## src/hw/rtl/rtmc_pkg.sv

```systemverilog
// rtmc_pkg: shared types and constants of the range-to-MIDI controller
// used by rtmc_divider and range_to_midi_controller; no dependencies
`timescale 1ns / 1ps
`default_nettype none

package rtmc_pkg;

    // field widths
    localparam int RANGE_W = 13;
    localparam int STATUS_W = 4;
    localparam int LIMIT_W = 10;
    localparam int CHAN_W = 4;
    localparam int DATA7_W = 7;
    localparam int MODE_W = 2;
    localparam int CV_W = 14;
    localparam int QUOT_W = 17;
    localparam int STEP_W = 5;
    localparam int CFG_ADDR_W = 3;
    localparam int SLOT_N = 6;

    // sensor status meaning phase failure
    localparam logic [STATUS_W-1:0] PHASE_FAIL = 4'd4;

    // controller value and velocity ceilings
    localparam logic [CV_W-1:0] CV_MAX = 14'd16383;
    localparam logic [DATA7_W-1:0] VEL_MAX = 7'd127;

    // divider step counts
    localparam logic [STEP_W-1:0] CV_STEPS = 5'd14;
    localparam logic [STEP_W-1:0] VEL_STEPS = 5'd17;

    // message types
    localparam logic [1:0] MT_CTRL = 2'd0;
    localparam logic [1:0] MT_ON = 2'd1;
    localparam logic [1:0] MT_AT = 2'd2;
    localparam logic [1:0] MT_OFF = 2'd3;

    // trigger modes
    localparam logic [MODE_W-1:0] MODE_KEYBOARD = 2'd0;
    localparam logic [MODE_W-1:0] MODE_BUTTON = 2'd1;

    // register indexes
    localparam logic [CFG_ADDR_W-1:0] REG_LOW_LIMIT = 3'd0;
    localparam logic [CFG_ADDR_W-1:0] REG_HIGH_LIMIT = 3'd1;
    localparam logic [CFG_ADDR_W-1:0] REG_MIDI_CHANNEL = 3'd2;
    localparam logic [CFG_ADDR_W-1:0] REG_NOTE_NUMBER = 3'd3;
    localparam logic [CFG_ADDR_W-1:0] REG_CC_LOW = 3'd4;
    localparam logic [CFG_ADDR_W-1:0] REG_CC_HIGH = 3'd5;
    localparam logic [CFG_ADDR_W-1:0] REG_TRIGGER_MODE = 3'd6;
    localparam logic [CFG_ADDR_W-1:0] REG_OUTPUT_ENABLE = 3'd7;

    // message slots in send order
    localparam int SLOT_PRE_OFF = 0;
    localparam int SLOT_CC_LOW = 1;
    localparam int SLOT_CC_HIGH = 2;
    localparam int SLOT_ON = 3;
    localparam int SLOT_AT = 4;
    localparam int SLOT_POST_OFF = 5;

    typedef enum logic [3:0] {
        ST_IDLE,
        ST_CLAMP,
        ST_CV_GO,
        ST_CV_WAIT,
        ST_VA_GO,
        ST_VA_WAIT,
        ST_VB_GO,
        ST_VB_WAIT,
        ST_DECIDE,
        ST_EMIT
    } state_t;

    // divider request and response
    typedef struct packed {
        logic                start;
        logic [LIMIT_W-1:0]  divisor;
        logic [LIMIT_W-1:0]  rem_init;
        logic [QUOT_W-1:0]   dvd_init;
        logic [STEP_W-1:0]   steps;
    } div_req_t;

    typedef struct packed {
        logic                busy;
        logic [QUOT_W-1:0]   quot;
    } div_rsp_t;

endpackage

`default_nettype wire

```

## src/hw/rtl/rtmc_divider.sv

```systemverilog
// rtmc_divider: radix-2 restoring divider, one quotient bit per cycle
// depends on rtmc_pkg for the request and response structs
`timescale 1ns / 1ps
`default_nettype none

module rtmc_divider (
    input  wire logic              aclk,
    input  wire logic              aresetn,
    input  wire rtmc_pkg::div_req_t req,
    output rtmc_pkg::div_rsp_t      rsp
);

    logic                           busy_reg, busy_next;
    logic [rtmc_pkg::STEP_W-1:0]    cnt_reg, cnt_next;
    logic [rtmc_pkg::LIMIT_W-1:0]   rem_reg, rem_next;
    logic [rtmc_pkg::LIMIT_W-1:0]   div_reg, div_next;
    logic [rtmc_pkg::QUOT_W-1:0]    dvd_reg, dvd_next;
    logic [rtmc_pkg::LIMIT_W:0]     trial;
    logic [rtmc_pkg::LIMIT_W:0]     diff;
    logic                           ge;

    // one shift, compare and subtract step
    always_comb begin
        trial = {rem_reg, dvd_reg[rtmc_pkg::QUOT_W-1]};
        diff = trial - {1'b0, div_reg};
        ge = (trial >= {1'b0, div_reg});
        busy_next = busy_reg;
        cnt_next = cnt_reg;
        rem_next = rem_reg;
        div_next = div_reg;
        dvd_next = dvd_reg;
        if (req.start) begin
            busy_next = (req.steps != '0);
            cnt_next = req.steps;
            rem_next = req.rem_init;
            div_next = req.divisor;
            dvd_next = req.dvd_init;
        end else if (busy_reg) begin
            rem_next = ge ? diff[rtmc_pkg::LIMIT_W-1:0] : trial[rtmc_pkg::LIMIT_W-1:0];
            dvd_next = {dvd_reg[rtmc_pkg::QUOT_W-2:0], ge};
            cnt_next = cnt_reg - 1'b1;
            busy_next = (cnt_reg != 5'd1);
        end
    end

    // control state
    always_ff @(posedge aclk) begin
        if (!aresetn) begin
            busy_reg <= 1'b0;
            cnt_reg <= '0;
        end else begin
            busy_reg <= busy_next;
            cnt_reg <= cnt_next;
        end
    end

    // datapath
    always_ff @(posedge aclk) begin
        rem_reg <= rem_next;
        div_reg <= div_next;
        dvd_reg <= dvd_next;
    end

    assign rsp.busy = busy_reg;
    assign rsp.quot = dvd_reg;

endmodule

`default_nettype wire

```

## src/hw/rtl/range_to_midi_controller.sv

```systemverilog
// Range-to-MIDI controller: one range beat in, up to four MIDI message beats out; uses rtmc_pkg, rtmc_divider
// An accepted reading in an open window takes three passes of the shared radix-2 divider (two on its upper
// edge) of 14 + 17 + 17 steps before its first message beat; phase failures and closed or inverted
// windows skip the divider and go straight to the message decision.
// A new reading is accepted only in idle, once the previous one has queued its last message beat.
// Reset: synchronous active-low aresetn restores register defaults and clears state.
`timescale 1ns / 1ps
`default_nettype none

module range_to_midi_controller (
    input  wire logic        aclk,
    input  wire logic        aresetn,
    // configuration write port
    input  wire logic        cfg_wr_en,
    input  wire logic [2:0]  cfg_addr,
    input  wire logic [9:0]  cfg_wdata,
    // input stream
    input  wire logic        s_tvalid,
    output logic             s_tready,
    input  wire logic [15:0] s_tdata,   // [12:0] range_mm
    input  wire logic [3:0]  s_tuser,   // [3:0] range_status
    // message stream
    output logic             m_tvalid,
    input  wire logic        m_tready,
    output logic [23:0]      m_tdata,   // [1:0] message_type, [5:2] channel_out,
                                        // [12:6] data_first, [19:13] data_second
    output logic             m_tlast    // last_message
);

    localparam int LW = rtmc_pkg::LIMIT_W;
    localparam int QW = rtmc_pkg::QUOT_W;
    localparam int DW = rtmc_pkg::DATA7_W;

    rtmc_pkg::state_t state_reg, state_next;

    // configuration registers
    logic [LW-1:0]                 lo_reg, hi_reg;
    logic [rtmc_pkg::CHAN_W-1:0]   chan_reg;
    logic [DW-1:0]                 note_reg, cc_lo_reg, cc_hi_reg;
    logic [rtmc_pkg::MODE_W-1:0]   mode_reg;
    logic                          oe_reg;

    // item state
    logic [rtmc_pkg::RANGE_W-1:0]  range_reg, range_next;
    logic                          valid_reg, valid_next;
    logic [LW-1:0]                 held_reg, held_next;
    logic                          meas_reg, meas_next;
    logic                          play_reg, play_next;
    logic                          tog_reg, tog_next;
    logic [rtmc_pkg::CV_W-1:0]     cv_reg, cv_next;
    logic [DW-1:0]                 vel_reg, vel_next;
    logic [QW-1:0]                 q1_reg, q1_next;
    logic [rtmc_pkg::SLOT_N-1:0]   mask_reg, mask_next;

    // output register
    logic                          mvalid_reg, mvalid_next;
    logic [1:0]                    mtype_reg, mtype_next;
    logic [rtmc_pkg::CHAN_W-1:0]   mchan_reg, mchan_next;
    logic [DW-1:0]                 mfirst_reg, mfirst_next;
    logic [DW-1:0]                 msecond_reg, msecond_next;
    logic                          mlast_reg, mlast_next;

    // helpers
    logic [rtmc_pkg::RANGE_W-1:0]  clamp_t;
    logic [LW-1:0]                 win_d;
    logic [LW-1:0]                 win_x;
    logic signed [QW+1:0]          vel_sum;
    logic                          is_kb, is_btn;
    logic [rtmc_pkg::SLOT_N-1:0]   mask_left;

    rtmc_pkg::div_req_t div_req;
    rtmc_pkg::div_rsp_t div_rsp;

    rtmc_divider u_div (
        .aclk   (aclk),
        .aresetn(aresetn),
        .req    (div_req),
        .rsp    (div_rsp)
    );

    // value times 127 as a shift and subtract
    function automatic logic [QW-1:0] times127(input logic [LW-1:0] v);
        times127 = ({7'd0, v} << 7) - {7'd0, v};
    endfunction

    assign s_tready = (state_reg == rtmc_pkg::ST_IDLE);
    assign is_kb = (mode_reg == rtmc_pkg::MODE_KEYBOARD);
    assign is_btn = (mode_reg == rtmc_pkg::MODE_BUTTON);
    assign win_d = hi_reg - lo_reg;
    assign win_x = held_reg - lo_reg;

    // sequencer: next state and datapath
    always_comb begin
        state_next = state_reg;
        range_next = range_reg;
        valid_next = valid_reg;
        held_next = held_reg;
        meas_next = meas_reg;
        play_next = play_reg;
        tog_next = tog_reg;
        cv_next = cv_reg;
        vel_next = vel_reg;
        q1_next = q1_reg;
        mask_next = mask_reg;
        mvalid_next = mvalid_reg && !m_tready;
        mtype_next = mtype_reg;
        mchan_next = mchan_reg;
        mfirst_next = mfirst_reg;
        msecond_next = msecond_reg;
        mlast_next = mlast_reg;
        mask_left = mask_reg;
        clamp_t = range_reg;
        vel_sum = '0;
        div_req.start = 1'b0;
        div_req.divisor = win_d;
        div_req.rem_init = '0;
        div_req.dvd_init = '0;
        div_req.steps = rtmc_pkg::VEL_STEPS;

        unique case (state_reg)
            rtmc_pkg::ST_IDLE: begin
                if (s_tvalid) begin
                    range_next = s_tdata[rtmc_pkg::RANGE_W-1:0];
                    valid_next = (s_tuser != rtmc_pkg::PHASE_FAIL);
                    state_next = rtmc_pkg::ST_CLAMP;
                end
            end
            // clamp a valid reading into the window and hold it
            rtmc_pkg::ST_CLAMP: begin
                if (clamp_t < {3'd0, lo_reg}) begin
                    clamp_t = {3'd0, lo_reg};
                end
                if (clamp_t > {3'd0, hi_reg}) begin
                    clamp_t = {3'd0, hi_reg};
                end
                if (valid_reg) begin
                    held_next = clamp_t[LW-1:0];
                end
                state_next = rtmc_pkg::ST_CV_GO;
            end
            // controller value: phase failure, special windows and full scale, or start the division
            rtmc_pkg::ST_CV_GO: begin
                if (!valid_reg) begin
                    cv_next = '0;
                    state_next = rtmc_pkg::ST_DECIDE;
                end else if (hi_reg == lo_reg) begin
                    cv_next = '0;
                    vel_next = '0;
                    state_next = rtmc_pkg::ST_DECIDE;
                end else if (hi_reg < lo_reg) begin
                    cv_next = rtmc_pkg::CV_MAX;
                    vel_next = rtmc_pkg::VEL_MAX;
                    state_next = rtmc_pkg::ST_DECIDE;
                end else if (win_x == win_d) begin
                    // full scale saturates
                    cv_next = rtmc_pkg::CV_MAX;
                    state_next = rtmc_pkg::ST_VA_GO;
                end else begin
                    div_req.start = 1'b1;
                    div_req.rem_init = win_x;
                    div_req.steps = rtmc_pkg::CV_STEPS;
                    state_next = rtmc_pkg::ST_CV_WAIT;
                end
            end
            rtmc_pkg::ST_CV_WAIT: begin
                if (!div_rsp.busy) begin
                    cv_next = div_rsp.quot[rtmc_pkg::CV_W-1:0];
                    state_next = rtmc_pkg::ST_VA_GO;
                end
            end
            // velocity: 127*held / d
            rtmc_pkg::ST_VA_GO: begin
                div_req.start = 1'b1;
                div_req.dvd_init = times127(held_reg);
                state_next = rtmc_pkg::ST_VA_WAIT;
            end
            rtmc_pkg::ST_VA_WAIT: begin
                if (!div_rsp.busy) begin
                    q1_next = div_rsp.quot;
                    state_next = rtmc_pkg::ST_VB_GO;
                end
            end
            // velocity: 127*high / d
            rtmc_pkg::ST_VB_GO: begin
                div_req.start = 1'b1;
                div_req.dvd_init = times127(hi_reg);
                state_next = rtmc_pkg::ST_VB_WAIT;
            end
            rtmc_pkg::ST_VB_WAIT: begin
                if (!div_rsp.busy) begin
                    vel_sum = $signed({2'b00, q1_reg}) - $signed({2'b00, div_rsp.quot})
                              + $signed({{(QW-DW+2){1'b0}}, rtmc_pkg::VEL_MAX});
                    if (vel_sum < 0) begin
                        vel_next = '0;
                    end else if (vel_sum > $signed({{(QW-DW+2){1'b0}}, rtmc_pkg::VEL_MAX})) begin
                        vel_next = rtmc_pkg::VEL_MAX;
                    end else begin
                        vel_next = vel_sum[DW-1:0];
                    end
                    state_next = rtmc_pkg::ST_DECIDE;
                end
            end
            // note logic: pick the messages and update the flags
            rtmc_pkg::ST_DECIDE: begin
                mask_left = '0;
                meas_next = valid_reg;
                if (!valid_reg && meas_reg) begin
                    tog_next = !tog_reg;
                    if (is_kb) begin
                        mask_left[rtmc_pkg::SLOT_PRE_OFF] = 1'b1;
                    end
                end
                if (oe_reg) begin
                    mask_left[rtmc_pkg::SLOT_CC_LOW] = 1'b1;
                    mask_left[rtmc_pkg::SLOT_CC_HIGH] = 1'b1;
                    if (is_kb) begin
                        if (!play_reg && valid_reg) begin
                            mask_left[rtmc_pkg::SLOT_ON] = 1'b1;
                            mask_left[rtmc_pkg::SLOT_AT] = 1'b1;
                            play_next = 1'b1;
                        end else if (play_reg && valid_reg) begin
                            mask_left[rtmc_pkg::SLOT_AT] = 1'b1;
                        end else if (play_reg && !valid_reg) begin
                            mask_left[rtmc_pkg::SLOT_POST_OFF] = 1'b1;
                            play_next = 1'b0;
                        end
                    end else if (is_btn && valid_reg) begin
                        if (!tog_reg && !play_reg) begin
                            mask_left[rtmc_pkg::SLOT_ON] = 1'b1;
                            play_next = 1'b1;
                        end else if (tog_reg && play_reg) begin
                            mask_left[rtmc_pkg::SLOT_POST_OFF] = 1'b1;
                            play_next = 1'b0;
                        end
                    end
                end
                mask_next = mask_left;
                state_next = (mask_left != '0) ? rtmc_pkg::ST_EMIT : rtmc_pkg::ST_IDLE;
            end
            // send queued messages in slot order into the output register
            rtmc_pkg::ST_EMIT: begin
                if (!mvalid_reg || m_tready) begin
                    mvalid_next = 1'b1;
                    mchan_next = chan_reg;
                    mfirst_next = note_reg;
                    msecond_next = '0;
                    priority if (mask_reg[rtmc_pkg::SLOT_PRE_OFF]) begin
                        mask_left[rtmc_pkg::SLOT_PRE_OFF] = 1'b0;
                        mtype_next = rtmc_pkg::MT_OFF;
                    end else if (mask_reg[rtmc_pkg::SLOT_CC_LOW]) begin
                        mask_left[rtmc_pkg::SLOT_CC_LOW] = 1'b0;
                        mtype_next = rtmc_pkg::MT_CTRL;
                        mfirst_next = cc_lo_reg;
                        msecond_next = cv_reg[DW-1:0];
                    end else if (mask_reg[rtmc_pkg::SLOT_CC_HIGH]) begin
                        mask_left[rtmc_pkg::SLOT_CC_HIGH] = 1'b0;
                        mtype_next = rtmc_pkg::MT_CTRL;
                        mfirst_next = cc_hi_reg;
                        msecond_next = cv_reg[rtmc_pkg::CV_W-1:DW];
                    end else if (mask_reg[rtmc_pkg::SLOT_ON]) begin
                        mask_left[rtmc_pkg::SLOT_ON] = 1'b0;
                        mtype_next = rtmc_pkg::MT_ON;
                        msecond_next = vel_reg;
                    end else if (mask_reg[rtmc_pkg::SLOT_AT]) begin
                        mask_left[rtmc_pkg::SLOT_AT] = 1'b0;
                        mtype_next = rtmc_pkg::MT_AT;
                        msecond_next = vel_reg;
                    end else begin
                        mask_left[rtmc_pkg::SLOT_POST_OFF] = 1'b0;
                        mtype_next = rtmc_pkg::MT_OFF;
                    end
                    mlast_next = (mask_left == '0);
                    mask_next = mask_left;
                    if (mask_left == '0) begin
                        state_next = rtmc_pkg::ST_IDLE;
                    end
                end
            end
            default: begin
                state_next = rtmc_pkg::ST_IDLE;
            end
        endcase
    end

    // control state
    always_ff @(posedge aclk) begin
        if (!aresetn) begin
            state_reg <= rtmc_pkg::ST_IDLE;
            held_reg <= '0;
            meas_reg <= 1'b0;
            play_reg <= 1'b0;
            tog_reg <= 1'b0;
            mask_reg <= '0;
            mvalid_reg <= 1'b0;
        end else begin
            state_reg <= state_next;
            held_reg <= held_next;
            meas_reg <= meas_next;
            play_reg <= play_next;
            tog_reg <= tog_next;
            mask_reg <= mask_next;
            mvalid_reg <= mvalid_next;
        end
    end

    // payload registers
    always_ff @(posedge aclk) begin
        range_reg <= range_next;
        valid_reg <= valid_next;
        cv_reg <= cv_next;
        vel_reg <= vel_next;
        q1_reg <= q1_next;
        mtype_reg <= mtype_next;
        mchan_reg <= mchan_next;
        mfirst_reg <= mfirst_next;
        msecond_reg <= msecond_next;
        mlast_reg <= mlast_next;
    end

    // configuration registers
    always_ff @(posedge aclk) begin
        if (!aresetn) begin
            lo_reg <= '0;
            hi_reg <= 10'd1023;
            chan_reg <= '0;
            note_reg <= 7'd60;
            cc_lo_reg <= 7'd32;
            cc_hi_reg <= '0;
            mode_reg <= rtmc_pkg::MODE_KEYBOARD;
            oe_reg <= 1'b0;
        end else if (cfg_wr_en) begin
            unique case (cfg_addr)
                rtmc_pkg::REG_LOW_LIMIT:     lo_reg <= cfg_wdata;
                rtmc_pkg::REG_HIGH_LIMIT:    hi_reg <= cfg_wdata;
                rtmc_pkg::REG_MIDI_CHANNEL:  chan_reg <= cfg_wdata[rtmc_pkg::CHAN_W-1:0];
                rtmc_pkg::REG_NOTE_NUMBER:   note_reg <= cfg_wdata[DW-1:0];
                rtmc_pkg::REG_CC_LOW:        cc_lo_reg <= cfg_wdata[DW-1:0];
                rtmc_pkg::REG_CC_HIGH:       cc_hi_reg <= cfg_wdata[DW-1:0];
                rtmc_pkg::REG_TRIGGER_MODE:  mode_reg <= cfg_wdata[rtmc_pkg::MODE_W-1:0];
                rtmc_pkg::REG_OUTPUT_ENABLE: oe_reg <= cfg_wdata[0];
                default: begin
                end
            endcase
        end
    end

    // output ports
    assign m_tvalid = mvalid_reg;
    assign m_tdata = {4'd0, msecond_reg, mfirst_reg, mchan_reg, mtype_reg};
    assign m_tlast = mlast_reg;

`ifndef SYNTHESIS
    // no reading is taken while a division is in flight
    a_no_accept_busy: assert property (@(posedge aclk) disable iff (!aresetn)
        (s_tvalid && s_tready) |-> !div_rsp.busy)
        else $error("input beat accepted while divider busy");

    // divider is only restarted once idle
    a_start_idle: assert property (@(posedge aclk) disable iff (!aresetn)
        div_req.start |-> !div_rsp.busy)
        else $error("divider restarted while busy");

    // emit state always has a queued message
    a_emit_nonempty: assert property (@(posedge aclk) disable iff (!aresetn)
        (state_reg == rtmc_pkg::ST_EMIT) |-> (mask_reg != '0))
        else $error("emit state with empty message queue");

    // playing starts only together with a queued note on
    a_play_on: assert property (@(posedge aclk) disable iff (!aresetn)
        $rose(play_reg) |-> mask_reg[rtmc_pkg::SLOT_ON])
        else $error("playing flag set without note on");
`endif

endmodule

`default_nettype wire

```

## config.mk

```make
export PLATFORM = sky130hd
export DESIGN_NAME = range_to_midi_controller
export DESIGN_NICKNAME = d
export VERILOG_FILES = /design/src/hw/rtl/rtmc_pkg.sv /design/src/hw/rtl/rtmc_divider.sv /design/src/hw/rtl/range_to_midi_controller.sv
export SDC_FILE = /design/constraint.sdc
export NUM_CORES = 1
export LEC_CHECK = 0
export CAP_MARGIN = 15
export CORE_MARGIN = 4
export CORE_UTILIZATION = 60
export CTS_BUF_LIST = sky130_fd_sc_hd__clkbuf_8 sky130_fd_sc_hd__clkbuf_16
export CTS_CLUSTER_SIZE = 8
export DETAILED_ROUTE_END_ITERATION = 7
export DONT_BUFFER_PORTS = 1
export PLACE_DENSITY_LB_ADDON = 0.12
export SLEW_MARGIN = 10
export SYNTH_ARGS = -nofsm -noshare
export SYNTH_HDL_FRONTEND = slang
export SYNTH_HIERARCHICAL = 1
export SYNTH_SLANG_ARGS = --single-unit
export TNS_END_PERCENT = 100
```

## constraint.sdc

```tcl
create_clock -name aclk -period 5.82 [get_ports aclk]
set_input_delay 0.873 -clock aclk [delete_from_list [all_inputs] [get_ports aclk]]
set_output_delay 0.873 -clock aclk [all_outputs]
set_load 0.005 [all_outputs]
```

Word-level counts from Yosys, hierarchy flattened:

Index checks and enable logic that the tools add are counted.

* register bits after elaboration: 188
* logic and storage cells: 225

* add/subtract/negate cells: 8
* $lt $le $gt $ge: 6
* eq/ne operators: 32
* multiplexer cells: 103
* bitwise operators: 1
* reduce and logical (&&, ||, !) cells: 45

Operator list (number)
* $mux 7: 13
* $mux 10: 9
* $mux 14: 5
* $mux 5: 12
* $mux 4: 11
* $pmux 4 s10: 1
* $mux 1: 36
* $mux 17: 2
* $pmux 17 s2: 1
* $sub 17x10->17: 2
* $sub 10x10->10: 3
* $pmux 14 s2: 1
* $reduce_and 2->1: 14
* $mux 13: 2
* $eq 10x10->1: 2
* $add 18x8->19 const B: 1
* $gt 19x8->1 const B: 1
* $lt 19x1->1 const B: 1
* $sub 17x17->18: 1
* $eq 4x3->1 const B: 4
* $ne 2x2->1 const B: 7
* $pmux 7 s2: 1
* $gt 13x10->1: 1
* $lt 13x10->1: 1
* 36 further kinds: 63

Depth between registers and ports, before layout:

Gate-level depths: netlist of the first run.

* depth in word-level cells: 11
* gate-level depth with buffers: 22
* gate-level depth less buffers: 21

Hierarchy:

The synthesis of the first run kept the hierarchy.

Modules (own cells, without submodules)
* range_to_midi_controller: times used 1, cells an instance 1104, area each 9983.3 µm², sequential area each 3633.5 µm²
* rtmc_divider: times used 1, cells an instance 205, area each 2359.8 µm², sequential area each 1231.2 µm²

Least setup slack after synthesis of the first run:

OpenSTA, ideal clock, no wires.

* path type: register -> register
* start point: reg lo_reg[1]
* end point: reg held_reg[1]
* library setup time: 57 ps
* data arrival time: 4805 ps
* path slack: 958 ps
* stages on the path, launching flop included: 23
* buffers on the path: 1
* path through: dfxtp_1 -> inv_1 -> ha_1 -> a21o_1 -> a21o_1 -> a21o_1 -> a21o_1 -> a2111oi_2 -> o21bai_1 -> a21oi_4 -> mux2_4 -> ha_1 -> nor2b_1 -> o21a_1 -> o21a_1 -> o21a_1 -> o21ai_0 -> a21oi_1 -> a2111oi_0 -> o31ai_1 -> buf_2 -> nor2_1 -> a21bo_2

* cells in the longest elaborated chain, start to end: 5

RTL lines
* start: declaration: line range_to_midi_controller.sv:37 `logic [LW-1:0] lo_reg, hi_reg;`
* start signal: assignment: line range_to_midi_controller.sv:333 `rtmc_pkg::REG_LOW_LIMIT: lo_reg <= cfg_wdata;`
* $lt 13x10->1: line range_to_midi_controller.sv:130 `if (clamp_t < {3'd0, lo_reg}) begin`
* $mux 13 *: line range_to_midi_controller.sv:130
* $mux 13 *: line range_to_midi_controller.sv:120 `unique case (state_reg)`
* $gt 13x10->1: line range_to_midi_controller.sv:133 `if (clamp_t > {3'd0, hi_reg}) begin`
* $mux 10 *: line range_to_midi_controller.sv:133
* end signal: assignment: line range_to_midi_controller.sv:297 `held_reg <= held_next;`
* end: declaration: line range_to_midi_controller.sv:46 `logic [LW-1:0] held_reg, held_next;`

Mark *: on every way between the ends. The rest lies on a longest branch, timed or not. The select of a mux whose other input is x is not followed.
A chain may end at the register's enable or synchronous reset.

Worst setup path after layout of the first run:

* start point: reg lo_reg[1]
* end point: reg held_reg[7]

Same word-level chain as after synthesis.

==> results of run 1 <==
## cell usage after synthesis (28+ instances only)
master,instances
nand2_1,120
nor2_1,116
edfxtp_1,110
a21oi_1,86
dfxtp_1,78
ha_1,77
inv_1,77
xnor2_1,50
o21ai_0,44
clkbuf_1,42
nand3_1,28
## cell families (layout without fill, tap and decap cells)
family | count (synthesis) | after routing | share of synthesized area, %
other cells | 1 | 4 | 0.0304
fa+ha+maj | 81 | 81 | 8.45
flops | 188 | 188 | 39.4
xor+xnor | 76 | 76 | 5.39
buf+inv | 140 | 120 | 5.08
simple gates | 443 | 443 | 17.8
compound gates | 327 | 327 | 19.1
mux | 53 | 53 | 4.74
## area by class of cell
cell class                 instances  share of cell area (%)
multi-input combinational        984                    52.7
sequential                       188                    37.3
clock buffer                      17                    3.26
tap                              270                    2.59
inverter                          78                    2.24
clock inverter                    15                    1.31
timing repair buffer              10                   0.671
## worst max-delay path, delay by kind of cell (launching register included)
kind / cells / cell delay (ns)
AND/OR/NAND/NOR: 2 / 0.67
flip-flops: 1 / 0.32
multiplexers: 1 / 0.33
AO/OA/AOI/OAI: 15 / 3.05
buffers and inverters: 1 / 0.23
adder cells (fa/ha/maj): 2 / 0.56
## power by group
| part | internal [mW] | total (mW) | switching [mW] | leakage, nW |
|---|---|---|---|---|
| combinational | 0.479 | 1.09 | 0.613 | 2.99 |
| sequential | 1.51 | 1.60 | 0.0898 | 1.63 |
| clock | 0.578 | 1.15 | 0.567 | 0.294 |
| total | 2.57 | 3.84 | 1.27 | 4.91 |
## layer usage
layer	up-vias	GRT usage, %	wire [microns]
li1	4702	-	-
met1	4416	33.3	12500
met2	266	41.1	13400
met3	35	4.40	1450
met4	0	6.66	554
met5	-	0	0
## worst max-delay path by stage
| stage | slack [ns] | end | cells past startpoint |
|---|---|---|---|
| 2_1_floorplan | 0.96 | held_reg[1] | 22 |
| 3_3_place_gp | 0.82 | held_reg[9] | 21 |
| 3_5_place_dp | 0.78 | held_reg[7] | 21 |
| 4_1_cts | 0.63 | held_reg[7] | 21 |
| 5_1_grt | 0.25 | held_reg[6] | 21 |
| 6_report | 0.57 | held_reg[7] | 21 |
## through the flow
stage,instance area (sq um),utilization (%),hold slack (ns),power [mW]
floorplan,12400,-,0.408,2.51
global placement,12500,61.6,0.411,2.68
detailed placement,12500,61.6,0.426,2.71
CTS,13100,64.5,0.439,3.85
global route,13100,64.5,0.444,4.04
finish,13100,64.5,0.438,3.84
==> out/qor.yml, run 1 <==
logic_synthesis:
  yosysWarnings: 6
  synth_cells: 1309
  ys_seq_area_share_pct: 39.4
  yosysTopAreaCell: "edfxtp_1"
  synth_top_area_share_pct: 26.8
  ys.flop_type: "edfxtp_1"
  synth.avg_cell_area_sq_um: 9.43
  ys_top_cells_by_area: "edfxtp_1, dfxtp_1, ha_1"
  mappedNetlistArea_sq_um: 12300
  synth-async-reset-ratio_pct: 0
  synth-edff-count: 110
  synth_seq_cells: 188
  yosysUniqueCellTypes: 97
clock_tree:
  post_cts_resized: 0
  post_cts_buffers: 0
  cts.sinks: 188
  tritoncts: "done"
  h-tree-depth: 4
  cts-buffers-inserted: 17
  clkTransAtPathRegs_ns: 0.08
  clock-root-buffer: "clkbuf_16"
  clk_latency_ns: 0.44
  cts_hold_buf: 0
  clk_path_buf_depth: 2
final_layout:
  most-common-layout-cells: "nand2_1, nor2_1, edfxtp_1"
  layout_commonest_cell: "nand2_1"
  final_nets: 1398
  multi_input_area_sq_um: 6870
  drive_gt1_share_pct: 10.5
  fin_cells: 1562
  fillers: 1663
  syn2layout_area_growth_pct: 5.76
  regArea_sq_um: 4860
  n_antenna_cell: 0
sta:
  finalCritPeriodShare_pct: 90.3
  tightest_slew_ns: 1.05
  slew_violations: 0
  final-hold-violation-count: 0
  setup_tns_ns: 0
  fin_ws_ns: 0.567
  rsz0062_at_grt: "false"
  post-route-min-period_ns: 5.25
  max-slew-margin-rel_pct: 29.6
  max_clock_freq_mhz: 190
  fin_skew_ns: 0.0130
  finalSetupViolations: 0
power_and_ir_drop:
  p_per_area_nw_per_um2: 294
  vdd_drop_max_mv: 0.236
  p_leak_nw: 4.91
floorplan:
  core_sq_um: 20200
  dieArea_sq_um: 22900
  die_w_microns: 151
  std_cell_rows: 52
  boundaryPins: 65
  fp.dieH_microns: 151
  initial_core_util_pct: 61.0
critical_path:
  endpoint_kind: "flip-flop"
  r2r_end: "held_reg[7]"
  required_ns: 6.20
  worst_path_max_delay_cell: "nor2_1"
  path_cells: "inv_1 -> ha_1 -> a21o_1 -> a21o_1 -> a21o_1 -> a21o_1 -> a2111oi_2 -> o21bai_1 -> a21oi_4 -> mux2_4 -> ha_1 -> nor2b_1 -> o21a_1 -> o21a_1 -> o21a_1 -> o21ai_0 -> a21oi_1 -> a2111oi_0 -> o31ai_1 -> nor2_1 -> a21bo_2"
  rr_startpoint: "lo_reg[1]"
  crit_fanout: 9
  crit_type: "reg2reg"
  worstPathArrival_ns: 5.63
  startpoint: "lo_reg[1]"
  r2r_slack_ns: 0.57
  cp-start-kind: "flip-flop"
  crit_top_cell: "a21o_1"
  r2r_cells: 21
  cpPeakStageDelay_ns: 0.53
placement:
  dpl.hpwl_microns: 20800
  io_buffers: 0
  pre_cts_slack_ns: 0.777
  place_inst: 1530
  gp_congestion: 0.868
hold_path:
  hp-start: "chan_reg[3]"
  min_to: "mchan_reg[3]"
  worstHoldPathType: "reg2reg"
  min_path_cells: 0
detailed_routing:
  drt_iter0_drc: 586
  wl_per_cell_microns: 17.8
  drtAntennaViolNets: 0
  wirelength_microns: 27900
  drt_first_pass_iters: 5
  via_per_inst: 6.03
  remaining_drc_errors: 0
  via_count: 9419
global_routing:
  grt_pass1_wl_microns: 44700
  grt-ovfl-total: 0
  antenna_found_initial: 0
  grt_max_degree: 73
  grt_pass1_vias: 8766
  track_usage_pct: 24.7
run_status:
  outcome: "completed"
flow_run:
  cap_violations: 0
Note: power is estimated with default switching activity, not from simulation.
==> inputs of run 2 (changes only) <==
==> constraint.sdc (replaced) <==
create_clock -name aclk -period 5.82 [get_ports aclk]
set_input_delay 0 -clock aclk [delete_from_list [all_inputs] [get_ports aclk]]
set_output_delay 0 -clock aclk [all_outputs]
set_load 0.005 [all_outputs]
==> run 2 against run 1 <==
Effect of this change:
- register-to-register slack improved by 0.06 ns
- via count rose by 3.4%
- worst hold slack got worse by 0.41 ns
- setup slack improved by 0.062 ns
- count of clock-buffer cells in the layout rose by 1
- routed wire length rose by 4.4%
- die area did not move
- flip-flop and latch count did not move
- final area rose by 3.3%
- total power rose by 1.5%
==> out/qor.yml, run 2 (synthesis results as in run 1) <==
critical_path:
  crit_fanout: 12
  crit_cells: 22
  startpoint: "lo_reg[1]"
  rr_startpoint: "lo_reg[1]"
  worst_path_max_delay_cell: "a21oi_4"
  r2r_cells: 22
  endpoint_kind: "flip-flop"
  cp-endpoint: "held_reg[4]"
  cpPeakStageDelay_ns: 0.39
  cp.buffers_inverters: 2
  crit_top_cell: "a21o_1"
  r2r_slack_ns: 0.63
  required_ns: 6.15
  r2r_end: "held_reg[4]"
  crit_type: "reg2reg"
  worstPathArrival_ns: 5.52
  cp-start-kind: "flip-flop"
  critPathTopFamily: "compound AO/OA/AOI/OAI gates"
  path_cells: "inv_1 -> ha_1 -> a21o_1 -> a21o_1 -> a21o_1 -> a21o_1 -> a2111oi_2 -> o21bai_1 -> a21oi_4 -> mux2_4 -> ha_1 -> nor2b_1 -> o21a_1 -> o21a_1 -> o21a_1 -> o21ai_0 -> a21oi_1 -> a2111oi_0 -> o31ai_1 -> buf_4 -> a41oi_1 -> a21bo_2"
power_and_ir_drop:
  p_per_area_nw_per_um2: 289
  vdd_drop_max_mv: 0.221
  p_leak_nw: 5.08
  fin_total_pwr_mw: 3.90
sta:
  max-slew-margin-rel_pct: 30.2
  hold_ws_ns: 0.0287
  finalSetupViolations: 0
  max_clock_freq_mhz: 193
  slew_violations: 0
  tightest_slew_ns: 1.05
  post-route-min-period_ns: 5.19
  final-hold-violation-count: 0
  fin_skew_ns: 0.0136
  finalCritPeriodShare_pct: 89.2
  rsz0062_at_grt: "false"
  setup_tns_ns: 0
hold_path:
  worstHoldPathType: "in2reg"
  min_path_cells: 4
clock_tree:
  clk_path_buf_depth: 2
  cts.sinks: 188
  h-tree-depth: 4
  clkTransAtPathRegs_ns: 0.08
  clk_latency_ns: 0.44
  post_cts_buffers: 0
  tritoncts: "done"
  clock-root-buffer: "clkbuf_16"
  cts-buffers-inserted: 17
final_layout:
  syn2layout_area_growth_pct: 9.30
  final_nets: 1440
  most-common-layout-cells: "nand2_1, nor2_1, edfxtp_1"
  fin_util_pct: 66.7
  drive_gt1_share_pct: 10.2
  layout_commonest_cell: "nand2_1"
  fin_cells: 1605
run_status:
  outcome: "completed"
global_routing:
  grt_pass1_vias: 9166
  antenna_found_initial: 1
  grt_max_degree: 73
  track_usage_pct: 25.7
  grt_pass1_wl_microns: 46700
  grt-ovfl-total: 0
placement:
  dpl.hpwl_microns: 21000
  io_buffers: 0
  place_inst: 1529
  gp_congestion: 0.869
floorplan:
  dieArea_sq_um: 22900
  core_sq_um: 20200
  std_cell_rows: 52
  initial_core_util_pct: 61.0
  fp.dieH_microns: 151
  die_w_microns: 151
  boundaryPins: 65
detailed_routing:
  wl_per_cell_microns: 18.1
  via_per_inst: 6.07
  drt_first_pass_iters: 5
  wirelength_microns: 29100
  drt_iter0_drc: 653
  drtAntennaViolNets: 0
  remaining_drc_errors: 0
  via_count: 9736
flow_run:
  cap_violations: 0
-- run 2: cell count changes in the layout (fill, tap and decap cells not counted), sizes merged --
| cell | previous run | this run |
|---|---|---|
| dlygate4sd3 | 0 | 42 |
| clkbuf | 17 | 18 |
| diode | 0 | 1 |
| inv | 85 | 84 |
-- run 2: how the worst min path moves through the flow --
stage | start | to | slack [ns]
finish | cfg_addr[2] | lo_reg[5] | 0.03
global route | s_tvalid | state_reg[0] | 0.06
CTS | cfg_addr[1] | note_reg[0] | 0.01
detailed placement | aresetn | cc_lo_reg[5] | 0.1
global placement | s_tdata[0] | range_reg[0] | 0.1
floorplan | s_tdata[0] | range_reg[0] | 0.1
-- run 2: repair_timing --
action / CTS / global route
endpoints found under the setup margin: 0 / 0
gates resized for setup: 0 / 0
hold endpoints to repair: 91 / 0
hold buffers: 43 / 0
-- run 2: tightest hold or removal path: cells and delay by family --
family             cells  cell delay (ns)
and+or+nand+nor        3             0.36
AOI/OAI and AO/OA      1             0.07
-- run 2: where the power goes --
part | total (mW) | internal [mW] | switching, mW | leakage, nW
logic | 1.13 | 0.494 | 0.638 | 3.15
registers | 1.60 | 1.51 | 0.0919 | 1.63
clock network | 1.16 | 0.599 | 0.563 | 0.299
-- run 2: final cells by class --
cell class | instances | area (sq um)
Inverter | 78 | 293
Multi-Input combinational cell | 984 | 6870
Clock buffer | 18 | 450
Clock inverter | 14 | 153
Timing Repair Buffer | 52 | 515
Sequential cell | 188 | 4860
Antenna cell | 1 | 2.50
Fill cell | 1645 | 6740
Tap cell | 270 | 338
-- run 2: metrics by stage --
stage / setup WS (ns) / instance area, sq um
final: 0.630 / 13500
after global routing: 0.235 / 13500
after CTS: 0.628 / 13500
after detailed placement: 0.713 / 12400
after global placement: 0.780 / 12400
after floorplan: 0.958 / 12400
-- run 2: metal layers --
layer	global-route usage, %	up-vias	wire length [microns]
met4	8.75	2	811
met3	3.92	55	1450
met1	34.1	4614	13000
met2	42.9	281	13800
met5	0	-	13
li1	-	4784	-
